### config.mk
export PLATFORM = sky130hd
export DESIGN_NAME = hhrf_div
export DESIGN_NICKNAME = d
export VERILOG_FILES = /design/src/design/hhrf_pkg.sv /design/src/design/hhrf_div.sv
export SDC_FILE = /design/constraint.sdc
export NUM_CORES = 2
export LEC_CHECK = 0
export BUFFER_PORTS_ARGS = -buffer_cell sky130_fd_sc_hd__buf_2
export CAP_MARGIN = 30
export CORE_MARGIN = 1.5
export CORE_UTILIZATION = 46
export DETAILED_ROUTE_END_ITERATION = 8
export SLEW_MARGIN = 15
export SYNTH_ARGS = -nofsm -noshare
export SYNTH_HDL_FRONTEND = slang
export SYNTH_SLANG_ARGS = --single-unit
### constraint.sdc
create_clock -name i_clk -period 4.4 [get_ports i_clk]
set_input_delay 0.88 -clock i_clk [delete_from_list [all_inputs] [get_ports i_clk]]
set_output_delay 0.88 -clock i_clk [all_outputs]
set_load 0.02 [all_outputs]
### src/design/hhrf_pkg.sv
// Shared widths, types and register codes for the flat-bottom restraint force block.
// No dependencies; every design file imports it.
package hhrf_pkg;

    localparam int CRD_W   = 32;           // coordinate, signed Q16.16
    localparam int DLT_W   = CRD_W + 1;    // exact difference
    localparam int SQ_W    = 66;           // sum of three squares
    localparam int ROOT_W  = 34;           // floor square root
    localparam int QUO_W   = 30;           // ratio bits, Q0.30 below one
    localparam int K_W     = 32;
    localparam int L_W     = 31;
    localparam int SCL_W   = 24;
    localparam int A_W     = DLT_W + SCL_W;  // |d| * scale
    localparam int KQ_W    = 63;             // 2k * q
    localparam int OUT_W   = 48;
    localparam int CFG_IDX_W  = 2;
    localparam int CFG_DATA_W = 32;
    localparam logic [SCL_W-1:0] SCALE_ONE = SCL_W'(65536);

    typedef enum logic [CFG_IDX_W-1:0] {
        CFG_FORCE_CONSTANT = 2'd0,
        CFG_FLAT_LENGTH    = 2'd1,
        CFG_FORCE_SCALE    = 2'd2,
        CFG_UNUSED         = 2'd3
    } t_cfg_idx;

endpackage

### src/design/hhrf_div.sv
// Pipelined restoring divider: floor(num * 2^QUO_W / den) for num < den, one bit a stage.
// Depends on hhrf_pkg.
module hhrf_div #(
    parameter int SIDE_W = 1
) (
    input  logic                        i_clk,
    input  logic                        i_rst_n,
    input  logic                        i_vld,
    input  logic [hhrf_pkg::ROOT_W-1:0] i_num,
    input  logic [hhrf_pkg::ROOT_W-1:0] i_den,
    input  logic [SIDE_W-1:0]           i_side,
    output logic                        o_vld,
    output logic [hhrf_pkg::QUO_W-1:0]  o_quo,
    output logic [SIDE_W-1:0]           o_side
);
    import hhrf_pkg::*;

    logic [QUO_W-1:0]  r_vld;
    logic [ROOT_W-1:0] r_rem  [QUO_W];
    logic [ROOT_W-1:0] r_den  [QUO_W];
    logic [QUO_W-1:0]  r_quo  [QUO_W];
    logic [SIDE_W-1:0] r_side [QUO_W];

    for (genvar i = 0; i < QUO_W; i++) begin : g_stage
        logic              w_vld_in;
        logic [ROOT_W-1:0] w_rem_in;
        logic [ROOT_W-1:0] w_den_in;
        logic [QUO_W-1:0]  w_quo_in;
        logic [SIDE_W-1:0] w_side_in;
        logic [ROOT_W:0]   w_sh;
        logic              w_bit;

        if (i == 0) begin : g_first
            assign w_vld_in  = i_vld;
            assign w_rem_in  = i_num;
            assign w_den_in  = i_den;
            assign w_quo_in  = '0;
            assign w_side_in = i_side;
        end else begin : g_next
            assign w_vld_in  = r_vld[i-1];
            assign w_rem_in  = r_rem[i-1];
            assign w_den_in  = r_den[i-1];
            assign w_quo_in  = r_quo[i-1];
            assign w_side_in = r_side[i-1];
        end

        assign w_sh  = {w_rem_in, 1'b0};
        assign w_bit = (w_sh >= {1'b0, w_den_in});

        always_ff @(posedge i_clk) begin
            if (!i_rst_n) begin
                r_vld[i] <= 1'b0;
            end else begin
                r_vld[i] <= w_vld_in;
            end
            if (w_bit) begin
                r_rem[i] <= ROOT_W'(w_sh - {1'b0, w_den_in});
            end else begin
                r_rem[i] <= ROOT_W'(w_sh);
            end
            r_den[i]  <= w_den_in;
            r_quo[i]  <= {w_quo_in[QUO_W-2:0], w_bit};
            r_side[i] <= w_side_in;
        end
    end

    assign o_vld  = r_vld[QUO_W-1];
    assign o_quo  = r_quo[QUO_W-1];
    assign o_side = r_side[QUO_W-1];

endmodule

==> flow_summary.yaml <==
grt:
  grt_max_degree: 67
  overflow: 0
  grt_pass1_wl_um: 450000
  antenna_found_initial: 2
  grt_use_total_pct: 22.5
  first_global_vias: 82600
floorplan:
  die_y_um: 501
  start_util_pct: 46.3
  std_cell_rows: 182
  core_um2: 246000
  die_x_um: 501
  dieArea_um2: 251000
  pin_count: 104
run_status:
  status: "finished, final reports clean"
detailed_routing:
  avgRoutedWirePerCell_um: 18.2
  initialDrtViolationCount: 5030
  ant_nets: 0
  via_count: 83500
  dr.pass1.iters: 6
  vias_per_cell: 5.29
  wl_um: 287000
  drc: 0
sta:
  min_period_ps: 4100
  setup_viol: 0
  fin_skew_ps: 69.0
  fin_setup_tns_ps: 0
  rsz0062_at_grt: "no"
  max_slew_margin_pct: 38.0
  worst_pin_slew_ps: 926
  fmax_mhz: 244
  drv_slew: 0
  timing.final.crit_share_pct: 93.1
  finalHoldViolations: 0
yosys:
  syn_area_per_cell_um2: 9.45
  async_flop_share_pct: 0
  ys_warn_count: 0
  yosysSeqAreaShare_pct: 43.8
  synth_edf_count: 0
  yosys_most_used_dff: "dfxtp_1"
  synth-seq-cells: 2497
  netlist_area_um2: 114000
  yosysUniqueCellTypes: 106
  synth.net_count: 13200
  syn_inst: 12100
power_and_ir_drop:
  power_density_nw_per_um2: 884
  vdd_ir_drop_max_uv: 465
  power_leakage_nw: 59.7
clock_network:
  clk_path_buf_depth: 4
  clk_pin_slew_worst_paths_ps: 60
  tritoncts: "yes"
  cts_buffers: 283
  ctsRootBufferMaster: "clkbuf_16"
  cts_htree_levels: 5
  clkLatencyLatePin_ps: 920
  cts_sinks: 2497
  cts_resized: 0
worst_setup_path:
  rrSetupSlack_ps: 300
  required_ps: 5190
  r2r_start: "r_den[0][374]"
  reg2reg_depth: 13
  crit_type: "register to register"
  worstPathMaxFanout: 4
  regToRegEndpoint: "r_rem[0][436]"
  crit_arrival_ps: 4890
  cp-start-kind: "register"
  cp-end-kind: "register"
min_path:
  hold_end: "r_den[0][29]"
  min_path_type: "input pin to register"
  min_path_cells: 1
  hold_start: "i_den[29]"
finish:
  syn2layout_area_growth_pct: 12.3
  drive_above_1_share_pct: 9.63
  fin_util_pct: 52.0
  layout_common_cells: "dfxtp_1, inv_1, a21oi_1"
  fillCellCount: 22500
  nets: 13400
  final_common_cell: "dfxtp_1"
placed_design:
  hpwl_um: 226000
  port_buffers: 103
  gp_congestion: 0.914
flow_run:
  drv_cap: 0
==> stage by stage <==
stage	power, W	area [um2]	hold slack, ps	setup slack (ps)	std cells
after floorplan	0.0753	114000	310	732	12100
after global placement	0.0887	118000	309	190	15300
after detailed placement	0.0893	118000	312	259	15300
after CTS	0.114	128000	0.664	369	15800
after global routing	0.122	128000	18.9	64.7	15800
final	0.113	128000	80.1	304	15800
==> metal layers <==
| layer | track usage [%] | vias to the layer above | routed length (um) |
|---|---|---|---|
| met3 | 2.55 | 489 | 10700 |
| met5 | 0 | - | 20 |
| met1 | 27.8 | 39300 | 126000 |
| li1 | - | 42000 | - |
| met4 | 7.18 | 2 | 8850 |
| met2 | 40.4 | 1658 | 142000 |
==> power by group <==
group | internal [W] | switching (W)
combinational | 0.0245 | 0.0297
sequential | 0.0304 | 0.00482
clock | 0.0146 | 0.00914
==> registers in the layout, summed over array words and instances, names as in the netlist <==
| name | cells |
|---|---|
| r_rem | 986 |
| r_side | 30 |
| o_vld | 1 |
| g_stage.w_vld_in | 29 |
| r_den | 986 |
| r_quo | 465 |
==> worst max path at each step <==
stage	from	to
after CTS	r_den[1][239]	r_rem[1][295]
final	r_den[0][374]	r_rem[0][436]
after detailed placement	i_den[0]	r_rem[0][32]
after global routing	r_den[0][374]	r_rem[0][436]
after floorplan	i_den[0]	r_rem[0][32]
after global placement	i_den[0]	r_rem[0][32]
==> cell families after synthesis <==
kind of cell	synth area share, %
AO/OA/AOI/OAI	17.3
flip-flops	43.8
AND/OR/NAND/NOR	10.3
buffers and inverters	5.33
adder cells (fa/ha/maj)	11.7
XOR/XNOR	6.74
multiplexers	4.72
==> repair_timing <==
item	4_1_cts	5_1_grt
hold buffers	2	0
hold endpoints to repair	2	0
buffers inserted	0	0
==> worst max-delay path, cell delays in order (launching register included) <==
cell and delay, ps:
dfxtp_1 450, inv_1 120, fa_1 440, a21o_1 200, a21oi_1 220, o21bai_1 140
a221oi_1 480, a211oi_1 190, o31ai_1 520, o21ai_0 240, a21oi_1 380, o21ai_0 170
xor2_1 160, mux2_2 260
==> Yosys cell counts, drive strengths merged, types with 67 or more instances <==
master  instances  share of area (%)
a21o          601                4.0
clkbuf        184               0.61
o21bai        174                1.1
a211oi         67               0.45
and3           85               0.47
a21oi        1046                4.6
and2           99               0.54
nand2         694                2.3
a31oi         120               0.72
xor2          356                2.7
mux2          470                4.6
nand2b         88               0.48
xnor2         521                4.0
buf           102               0.52
nand3         191               0.84
nor2b         136               0.75
dfxtp        2497                 44
inv          1276                4.2
o21ai         627                2.8
nand4         161               0.89
ha           1019                 11
nor2          727                2.4
nor3          112               0.50
o21a          101               0.67
==> cell type report <==
cell class / instances / area (um2) / area share, %
clock buffer: 379 / 8010 / 6.26
inverter: 1277 / 4790 / 3.75
tap: 3312 / 4140 / 3.24
sequential: 2497 / 50000 / 39.1
antenna: 2 / 5.00 / 0.00391
multi-input combinational: 8007 / 58100 / 45.4
clock inverter: 110 / 1490 / 1.16
timing repair buffer: 197 / 1480 / 1.16
Note: power is estimated with default switching activity, not from simulation.
